[config.mk]
export PLATFORM = sky130hd
export DESIGN_NAME = linear_probe_key_index_table
export DESIGN_NICKNAME = d
export VERILOG_FILES = /design/src/design/lpk_pkg.sv /design/src/design/lpk_ram.sv /design/src/design/lpk_hash.sv /design/src/design/linear_probe_key_index_table.sv
export SDC_FILE = /design/constraint.sdc
export NUM_CORES = 2
export LEC_CHECK = 0
export BUFFER_PORTS_ARGS = -buffer_cell sky130_fd_sc_hd__buf_2
export CAP_MARGIN = 20
export CORE_ASPECT_RATIO = 1.4
export CORE_UTILIZATION = 50
export DETAILED_ROUTE_END_ITERATION = 16
export GPL_TIMING_DRIVEN = 0
export PLACE_DENSITY = 0.73
export REMOVE_ABC_BUFFERS = 1
export SLEW_MARGIN = 10
export SYNTH_ARGS = -nofsm -noshare
export SYNTH_HDL_FRONTEND = slang
export SYNTH_HIERARCHICAL = 1
export SYNTH_MEMORY_MAX_BITS = 65536
export SYNTH_SLANG_ARGS = --single-unit
[constraint.sdc]
create_clock -name clk -period 9.95 [get_ports clk]
set_clock_uncertainty 0.05 [all_clocks]
set_input_delay 0.995 -clock clk [delete_from_list [all_inputs] [get_ports clk]]
set_output_delay 0.995 -clock clk [all_outputs]
set_load 0.05 [all_outputs]
[src/design/lpk_pkg.sv]
// ----------------------------------------------------------------------------
// lpk_pkg
// shared types and constants for the linear probe key index table
// ----------------------------------------------------------------------------
`default_nettype none

package lpk_pkg;

    // fixed field widths
    localparam int KEY_W       = 64;
    localparam int ENTRY_IDX_W = 5;

    // default sizes, handed to the top level parameters
    localparam int TABLE_SLOTS_DEF = 64;
    localparam int MAX_ENTRIES_DEF = 32;

    // key bits folded into the home slot remainder per cycle
    localparam int HASH_BITS_PER_STEP = 4;

    // result status codes
    typedef enum logic [1:0] {
        ST_OK        = 2'd0,
        ST_NOT_FOUND = 2'd1,
        ST_DUPLICATE = 2'd2,
        ST_FULL      = 2'd3
    } status_t;

endpackage

`default_nettype wire

[src/design/lpk_ram.sv]
// ----------------------------------------------------------------------------
// lpk_ram
// generic single write port, single read port ram with registered read data
// ----------------------------------------------------------------------------
`default_nettype none

module lpk_ram #(
    parameter int WIDTH = 8,
    parameter int DEPTH = 16
) (
    input  wire logic                     clk,
    input  wire logic                     we,
    input  wire logic [$clog2(DEPTH)-1:0] waddr,
    input  wire logic [WIDTH-1:0]         wdata,
    input  wire logic                     re,
    input  wire logic [$clog2(DEPTH)-1:0] raddr,
    output logic      [WIDTH-1:0]         rdata
);

    logic [WIDTH-1:0] mem [DEPTH];

    // write port
    always_ff @(posedge clk)
    begin
        if (we)
        begin
            mem[waddr] <= wdata;
        end
    end

    // registered read port
    always_ff @(posedge clk)
    begin
        if (re)
        begin
            rdata <= mem[raddr];
        end
    end

endmodule

`default_nettype wire

[src/design/lpk_hash.sv]
// ----------------------------------------------------------------------------
// lpk_hash
// home slot unit: key modulo table size, a mask for a power-of-two size,
// otherwise a remainder folded a few key bits per cycle
// ----------------------------------------------------------------------------
`default_nettype none

module lpk_hash #(
    parameter int TABLE_SLOTS = lpk_pkg::TABLE_SLOTS_DEF
) (
    input  wire logic                           clk,
    input  wire logic                           rst_n,
    input  wire logic                           start,
    input  wire logic [lpk_pkg::KEY_W-1:0]      key_in,
    output logic                                done,
    output logic [$clog2(TABLE_SLOTS)-1:0]      home
);

    import lpk_pkg::*;

    localparam int SW = $clog2(TABLE_SLOTS);

    generate
        if ((TABLE_SLOTS & (TABLE_SLOTS - 1)) == 0)
        begin : g_mask
            // power-of-two size: low key bits, ready at once
            assign home = key_in[SW-1:0];
            assign done = start;
        end
        else
        begin : g_fold
            localparam int STEPS  = KEY_W / HASH_BITS_PER_STEP;
            localparam int CW     = $clog2(STEPS);
            localparam logic [SW:0] NMOD = (SW + 1)'(TABLE_SLOTS);

            logic             busy_reg, busy_next;
            logic             done_reg, done_next;
            logic [CW-1:0]    step_reg, step_next;
            logic [KEY_W-1:0] shift_reg, shift_next;
            logic [SW-1:0]    rem_reg, rem_next;

            // fold the next key bits into the remainder, one subtract per bit
            always_comb
            begin
                logic [SW:0] t;
                t          = {1'b0, rem_reg};
                busy_next  = busy_reg;
                done_next  = 1'b0;
                step_next  = step_reg;
                shift_next = shift_reg;
                rem_next   = rem_reg;
                if (start)
                begin
                    busy_next  = 1'b1;
                    step_next  = '0;
                    shift_next = key_in;
                    rem_next   = '0;
                end
                else if (busy_reg)
                begin
                    for (int i = 0; i < HASH_BITS_PER_STEP; i++)
                    begin
                        t = {t[SW-1:0], shift_reg[KEY_W-1-i]};
                        if (t >= NMOD)
                        begin
                            t = t - NMOD;
                        end
                    end
                    rem_next   = t[SW-1:0];
                    shift_next = shift_reg << HASH_BITS_PER_STEP;
                    step_next  = step_reg + 1'b1;
                    if (step_reg == CW'(STEPS - 1))
                    begin
                        busy_next = 1'b0;
                        done_next = 1'b1;
                    end
                end
            end

            always_ff @(posedge clk or negedge rst_n)
            begin
                if (!rst_n)
                begin
                    busy_reg  <= 1'b0;
                    done_reg  <= 1'b0;
                    step_reg  <= '0;
                    shift_reg <= '0;
                    rem_reg   <= '0;
                end
                else
                begin
                    busy_reg  <= busy_next;
                    done_reg  <= done_next;
                    step_reg  <= step_next;
                    shift_reg <= shift_next;
                    rem_reg   <= rem_next;
                end
            end

            assign home = rem_reg;
            assign done = done_reg;
        end
    endgenerate

endmodule

`default_nettype wire

[src/design/linear_probe_key_index_table.sv]
// ----------------------------------------------------------------------------
// linear_probe_key_index_table
// open-addressing hash table mapping a 64-bit key to a dense entry index,
// with linear probing over one slot ram
// ----------------------------------------------------------------------------
//  channel | direction | handshake            | payload
//  in      | input     | in_valid / in_stall   | action, key
//  out     | output    | out_valid / out_stall | status, entry_index
//
//  an item passes S_IDLE, S_LOOK, one S_CHECK per probed slot and S_EMIT
//  with a power-of-two table; other table sizes wait in S_HASH for the
//  home slot remainder. probing reads one slot per cycle from the slot ram,
//  so the worst case is TABLE_SLOTS probes.
//  after reset a clearing pass over every slot empties the slot ram;
//  in_stall stays high during it.
//  a finished result waits in the output register while the next beat is
//  taken; a full output register holds the block at its last cycle.
// ----------------------------------------------------------------------------
`default_nettype none

module linear_probe_key_index_table #(
    parameter int TABLE_SLOTS = lpk_pkg::TABLE_SLOTS_DEF,
    parameter int MAX_ENTRIES = lpk_pkg::MAX_ENTRIES_DEF
) (
    input  wire logic                              clk,
    input  wire logic                              rst_n,
    input  wire logic                              in_valid,
    output logic                                   in_stall,
    input  wire logic                              action,
    input  wire logic [lpk_pkg::KEY_W-1:0]         key,
    output logic                                   out_valid,
    input  wire logic                              out_stall,
    output logic [1:0]                             status,
    output logic [lpk_pkg::ENTRY_IDX_W-1:0]        entry_index
);

    import lpk_pkg::*;

    localparam int AW     = $clog2(TABLE_SLOTS);
    localparam int EW     = (MAX_ENTRIES > 1) ? $clog2(MAX_ENTRIES) : 1;
    localparam int CW     = $clog2(MAX_ENTRIES + 1);
    localparam int WORD_W = 1 + EW + KEY_W;

    typedef enum logic [2:0] {
        S_CLEAR,
        S_IDLE,
        S_HASH,
        S_LOOK,
        S_CHECK,
        S_EMIT
    } state_t;

    state_t           state_reg, state_next;
    logic [AW-1:0]    clr_reg, clr_next;
    logic [AW-1:0]    pos_reg, pos_next;
    logic [AW-1:0]    probe_reg, probe_next;
    logic [CW-1:0]    cnt_reg, cnt_next;
    logic             action_reg, action_next;
    logic [KEY_W-1:0] key_reg, key_next;
    status_t          res_status_reg, res_status_next;
    logic [EW-1:0]    res_entry_reg, res_entry_next;
    logic             out_valid_reg, out_valid_next;
    status_t          status_reg, status_next;
    logic [EW-1:0]    entry_reg, entry_next;

    logic             in_take;
    logic             hash_done;
    logic [AW-1:0]    hash_home;
    logic [AW-1:0]    pos_inc;

    logic             ram_we;
    logic [AW-1:0]    ram_waddr;
    logic [WORD_W-1:0] ram_wdata;
    logic             ram_re;
    logic [AW-1:0]    ram_raddr;
    logic [WORD_W-1:0] ram_rdata;

    logic             slot_used;
    logic [EW-1:0]    slot_entry;
    logic [KEY_W-1:0] slot_key;
    logic             slot_match;
    logic             probe_stop;
    logic             probe_last;
    logic             ins_ok;
    logic [31:0]      entry_wide;

    // input handshake
    assign in_stall = (state_reg != S_IDLE);
    assign in_take  = in_valid && !in_stall;

    // home slot unit
    lpk_hash #(
        .TABLE_SLOTS (TABLE_SLOTS)
    ) u_hash (
        .clk    (clk),
        .rst_n  (rst_n),
        .start  (in_take),
        .key_in (key),
        .done   (hash_done),
        .home   (hash_home)
    );

    // slot word: used bit, entry index, key
    assign slot_used  = ram_rdata[WORD_W-1];
    assign slot_entry = ram_rdata[KEY_W +: EW];
    assign slot_key   = ram_rdata[KEY_W-1:0];
    assign slot_match = slot_used && (slot_key == key_reg);
    assign probe_stop = !slot_used || slot_match;
    assign probe_last = (probe_reg == AW'(TABLE_SLOTS - 1));
    assign pos_inc    = (pos_reg == AW'(TABLE_SLOTS - 1)) ? '0 : pos_reg + 1'b1;

    // an insert that fills the probed slot
    assign ins_ok = (state_reg == S_CHECK) && action_reg && probe_stop && !slot_match
                    && (cnt_reg < CW'(MAX_ENTRIES));

    // slot ram access: clearing pass, probe reads, insert write
    always_comb
    begin
        ram_we    = 1'b0;
        ram_waddr = pos_reg;
        ram_wdata = {1'b1, cnt_reg[EW-1:0], key_reg};
        if (state_reg == S_CLEAR)
        begin
            ram_we    = 1'b1;
            ram_waddr = clr_reg;
            ram_wdata = '0;
        end
        else if (ins_ok)
        begin
            ram_we = 1'b1;
        end
    end

    assign ram_re    = (state_reg == S_LOOK) || (state_reg == S_CHECK);
    assign ram_raddr = (state_reg == S_CHECK) ? pos_inc : pos_reg;

    lpk_ram #(
        .WIDTH (WORD_W),
        .DEPTH (TABLE_SLOTS)
    ) u_slot_ram (
        .clk   (clk),
        .we    (ram_we),
        .waddr (ram_waddr),
        .wdata (ram_wdata),
        .re    (ram_re),
        .raddr (ram_raddr),
        .rdata (ram_rdata)
    );

    // sequencer next state
    always_comb
    begin
        state_next      = state_reg;
        clr_next        = clr_reg;
        pos_next        = pos_reg;
        probe_next      = probe_reg;
        cnt_next        = cnt_reg;
        action_next     = action_reg;
        key_next        = key_reg;
        res_status_next = res_status_reg;
        res_entry_next  = res_entry_reg;
        out_valid_next  = out_valid_reg && out_stall;
        status_next     = status_reg;
        entry_next      = entry_reg;

        case (state_reg)
            S_CLEAR:
            begin
                clr_next = clr_reg + 1'b1;
                if (clr_reg == AW'(TABLE_SLOTS - 1))
                begin
                    state_next = S_IDLE;
                end
            end
            S_IDLE:
            begin
                if (in_take)
                begin
                    action_next = action;
                    key_next    = key;
                    probe_next  = '0;
                    if (hash_done)
                    begin
                        pos_next   = hash_home;
                        state_next = S_LOOK;
                    end
                    else
                    begin
                        state_next = S_HASH;
                    end
                end
            end
            S_HASH:
            begin
                if (hash_done)
                begin
                    pos_next   = hash_home;
                    state_next = S_LOOK;
                end
            end
            S_LOOK:
            begin
                state_next = S_CHECK;
            end
            S_CHECK:
            begin
                if (probe_stop || probe_last)
                begin
                    state_next     = S_EMIT;
                    res_entry_next = '0;
                    if (!action_reg)
                    begin
                        if (slot_match)
                        begin
                            res_status_next = ST_OK;
                            res_entry_next  = slot_entry;
                        end
                        else
                        begin
                            res_status_next = ST_NOT_FOUND;
                        end
                    end
                    else if (cnt_reg >= CW'(MAX_ENTRIES))
                    begin
                        res_status_next = ST_FULL;
                    end
                    else if (slot_match)
                    begin
                        res_status_next = ST_DUPLICATE;
                    end
                    else if (!probe_stop)
                    begin
                        res_status_next = ST_FULL;
                    end
                    else
                    begin
                        res_status_next = ST_OK;
                        res_entry_next  = cnt_reg[EW-1:0];
                        cnt_next        = cnt_reg + 1'b1;
                    end
                end
                else
                begin
                    pos_next   = pos_inc;
                    probe_next = probe_reg + 1'b1;
                end
            end
            S_EMIT:
            begin
                if (!out_valid_reg || !out_stall)
                begin
                    out_valid_next = 1'b1;
                    status_next    = res_status_reg;
                    entry_next     = res_entry_reg;
                    state_next     = S_IDLE;
                end
            end
            default:
            begin
                state_next = S_IDLE;
            end
        endcase
    end

    // state and registered outputs
    always_ff @(posedge clk or negedge rst_n)
    begin
        if (!rst_n)
        begin
            state_reg      <= S_CLEAR;
            clr_reg        <= '0;
            pos_reg        <= '0;
            probe_reg      <= '0;
            cnt_reg        <= '0;
            action_reg     <= 1'b0;
            key_reg        <= '0;
            res_status_reg <= ST_OK;
            res_entry_reg  <= '0;
            out_valid_reg  <= 1'b0;
            status_reg     <= ST_OK;
            entry_reg      <= '0;
        end
        else
        begin
            state_reg      <= state_next;
            clr_reg        <= clr_next;
            pos_reg        <= pos_next;
            probe_reg      <= probe_next;
            cnt_reg        <= cnt_next;
            action_reg     <= action_next;
            key_reg        <= key_next;
            res_status_reg <= res_status_next;
            res_entry_reg  <= res_entry_next;
            out_valid_reg  <= out_valid_next;
            status_reg     <= status_next;
            entry_reg      <= entry_next;
        end
    end

    // output beat
    assign entry_wide  = 32'(entry_reg);
    assign out_valid   = out_valid_reg;
    assign status      = status_reg;
    assign entry_index = entry_wide[ENTRY_IDX_W-1:0];

`ifndef SYNTH
    // entry count never passes its limit
    a_cnt_limit: assert property (@(posedge clk) disable iff (!rst_n)
        cnt_reg <= CW'(MAX_ENTRIES))
        else $error("entry count above limit");

    // a filled slot takes exactly one new entry index
    a_cnt_step: assert property (@(posedge clk) disable iff (!rst_n)
        ins_ok |=> (cnt_reg == $past(cnt_reg) + 1'b1))
        else $error("entry count did not advance on insert");

    // slot ram is written only by the clearing pass or an insert decision
    a_write_state: assert property (@(posedge clk) disable iff (!rst_n)
        ram_we |-> (state_reg == S_CLEAR || state_reg == S_CHECK))
        else $error("slot write outside clear or check");

    // a result that is not ok carries a zero entry index
    a_zero_entry: assert property (@(posedge clk) disable iff (!rst_n)
        (out_valid && status != ST_OK) |-> (entry_index == '0))
        else $error("nonzero entry index on failed result");

    // no beat is taken while the slot ram is being cleared
    a_clear_stall: assert property (@(posedge clk) disable iff (!rst_n)
        (state_reg == S_CLEAR) |-> in_stall)
        else $error("input taken during clearing pass");
`endif

endmodule

`default_nettype wire

==> flow_metrics.py <==
metrics = {
    "die": {
        "die-area_sq_mm": 0.3585,
        "core-area_sq_mm": 0.3535,
        "rows": 258,
        "io-pin-count": 78,
        "initial_core_util_pct": 50.37,
        "die_y_um": 708.0,
        "die_w_um": 506.3,
    },
    "cts": {
        "cts_resized": 0,
        "clkTransAtPathRegs_ns": 0.07,
        "cts_buffers": 394,
        "postCtsSetupBuffers": 0,
        "ctsLongestPathBuffers": 4,
        "cts_hold_buf": 1,
        "cts_tree": "yes",
        "cts.sinks": 4657,
        "h-tree-depth": 5,
        "root_buffer": "clkbuf_16",
        "clk_latency_ns": 0.99,
    },
    "hold_path": {
        "hold_class": "in2reg",
    },
    "worst_setup_path": {
        "cp_max_fo": 18,
        "required_ns": 10.59,
        "crit_chain": "nand2b_1 -> nor2_2 -> o21ai_0 -> o21ai_4 -> buf_12 -> buf_16 -> buf_12 -> buf_12 -> buf_12 -> buf_16 -> buf_16 -> buf_16 -> buf_12 -> buf_12 -> buf_12 -> mux4_2 -> mux2i_1 -> nand2_1 -> a31oi_1 -> nor2_1",
        "path_class": "reg2reg",
        "slowest_stage": "o21ai_4",
        "crit_arrival_ns": 7.40,
        "start_kind": "flip-flop",
        "path_common_cell": "buf_12",
        "worst-path-buf-inv": 11,
        "max_stage_delay_ns": 0.78,
        "cp-end-kind": "flip-flop",
        "critPathTopFamily": "buffers and inverters",
    },
    "status": {
        "status": "completed",
    },
    "timing": {
        "period_share_pct": 67.91,
        "finalHoldViolCount": 0,
        "layout_min_cycle_time_ns": 6.757,
        "setup_slack_ns": 3.193,
        "max_freq_ghz": 0.1480,
        "maxSlewViolCount": 0,
        "relSlewSlack_pct": 16.24,
        "fin_setup_tns_ns": 0,
        "rsz0062_at_grt": "false",
        "tightest_slew_ns": 1.245,
        "setup_violations": 0,
    },
    "power": {
        "switching_share_pct": 34.14,
        "p_per_area_mw_per_mm2": 335.7,
        "clkPwrFrac_pct": 22.9,
        "seq_power_share_pct": 38.5,
        "p_int_w": 0.04596,
        "ir_worst_vdd_mv": 0.2983,
        "p_leak_nw": 66.15,
        "power_w": 0.06978,
        "p_sw_w": 0.02382,
        "combPwrFrac_pct": 38.6,
    },
    "synthesis": {
        "synth-async-reset-ratio_pct": 2.298,
        "synth_flop_cell": "edfxtp_1",
        "synth_cell_types": 59,
        "synth_seq_area_share_pct": 78.25,
        "synth_edf_count": 4550,
        "synth-seq-cells": 4657,
        "synth_cells": 8085,
        "syn_area_sq_mm": 0.1780,
        "synth_area_per_cell_sq_um": 22.02,
        "synth_warnings": 6,
    },
    "finish": {
        "largest_reg_flops": 4480,
        "n_fill_cell": 23130,
        "final_util_pct": 58.80,
        "area_delta_synth_final_pct": 16.75,
        "finalNetCount": 8757,
        "finalInstanceArea_sq_mm": 0.2078,
        "drive_above_1_share_pct": 28.92,
    },
    "grt": {
        "grt_first_pass_wirelength_mm": 750.1,
        "grt_pass1_vias": 95890,
        "grt_max_degree": 101,
        "grt_usage_pct": 30.43,
        "overflow": 0,
        "antenna_found_initial": 30,
    },
    "routing": {
        "wl_mm": 548.1,
        "vias": 95420,
        "first_iter_violations": 16370,
        "viasPerCell": 6.957,
        "ant_nets": 0,
        "first_pass_iters": 8,
        "detail_route.wl_per_cell_um": 39.96,
        "drc": 0,
    },
    "placed_design": {
        "place_area_sq_mm": 0.1946,
        "post-place-ws_ns": 3.135,
        "hpwlAfterDp_mm": 344.4,
        "port_buffers": 77,
        "gp_congestion": 0.7363,
    },
    "job": {
        "drv_cap": 0,
    },
}
-- area by class of cell --
type | count | area (sq um) | share of cell area (%)
sequential | 4657 | 139300 | 67.03
timing repair buffer | 662 | 12370 | 5.954
clock buffer | 487 | 10580 | 5.091
antenna | 22 | 55.05 | 0.02649
inverter | 30 | 125.1 | 0.06020
tap | 4680 | 5856 | 2.817
multi-input combinational | 2938 | 36980 | 17.79
clock inverter | 241 | 2566 | 1.235
-- placed cells by master (no fill, tap or decap), types with 34 or more instances in the layout --
master	synthesis	layout
buf_12	0	343
o22ai_1	91	91
o21ai_0	39	38
xnor2_1	73	71
nor2_1	129	62
dfrtp_1	107	107
nand4_1	112	112
a22oi_1	143	143
o221ai_1	42	42
buf_6	24	56
clkinv_2	0	86
or2_2	34	34
clkbuf_1	184	67
nor2_4	0	67
clkbuf_16	0	404
buf_16	0	148
edfxtp_1	4550	4550
and2_2	0	68
mux4_2	1120	1120
nand2_1	432	423
clkinv_1	0	55
nand3_1	203	203
buf_2	160	76
mux2i_1	150	150
bufinv_16	0	48
-- worst paths after layout --
kind | startpoint | end | slack [ns] | cells past startpoint
setup / recovery | state_reg[2] | u_slot_ram/rdata[23] | 3.19 | 20
hold / removal | key[62] | key_reg[62] | 0.16 | 3
setup reg to reg | state_reg[2] | u_slot_ram/rdata[23] | 3.19 | 20
hold reg to reg | res_entry_reg[1] | res_entry_reg[1] | 0.45 | 1
max in group asynchronous | rst_n | key_reg[13] | 8.36 | 3
min in group asynchronous | rst_n | key_reg[4] | 0.59 | 2
-- cell usage after synthesis, types with 22 or more instances --
cell type     n  area share, %
nor2b_1      32           0.11
clkbuf_1    184           0.39
o221ai_1     42           0.21
mux4_2     1120             14
and2_1       70           0.25
o21ai_0      39           0.11
buf_4        76           0.32
mux2i_1     150           0.84
or3_1        34           0.12
nand4_1     112           0.39
buf_2       160           0.45
and3_1       26          0.091
inv_1        29          0.061
a211oi_1     22          0.093
edfxtp_1   4550             77
nand2_1     432           0.91
nand3_1     203           0.57
nor2_1      129           0.27
dfrtp_1     107            1.5
or2_2        34           0.12
xnor2_1      73           0.36
a41oi_1      30           0.15
buf_6        24           0.15
o21ai_1      26          0.073
o22ai_1      91           0.32
a22oi_1     143           0.60
-- power groups by stage --
stage	registers, W	logic (W)	clock network, W
after floorplan	0.0270	0.0150	0
after global placement	0.0278	0.0188	0
after detailed placement	0.0272	0.0259	0
after CTS	0.0269	0.0264	0.0160
after global routing	0.0270	0.0276	0.0167
final	0.0269	0.0269	0.0160
-- tightest hold or removal path: stages --
cell and delay [ns]:
buf_2 0.08, nand2_1 0.04, nand2_1 0.05
-- metrics by stage --
stage	hold WS [ns]	cells
6_report	0.1550	13720
5_1_grt	0.1814	13700
4_1_cts	0.1346	13690
3_3_place_gp	0.4190	12380
2_1_floorplan	0.3935	7625
3_5_place_dp	0.4317	12960
-- cell families after synthesis --
family / synth area share (%)
multiplexers: 15.10
flip-flops: 78.25
AND/OR/NAND/NOR: 2.971
XOR/XNOR: 0.3690
adder cells (fa/ha/maj): 0.03514
buffers and inverters: 1.408
AO/OA/AOI/OAI: 1.867
-- per-layer routing --
metal / up-vias / GRT usage, % / part of all wire, %
met3: 2316 / 8.258 / 14
li1: 35070 / - / -
met5: - / 0 / 0.030
met1: 49160 / 36.57 / 31
met2: 8852 / 48.52 / 47
met4: 26 / 19.98 / 8.0
Note: power is estimated with default switching activity, not from simulation.
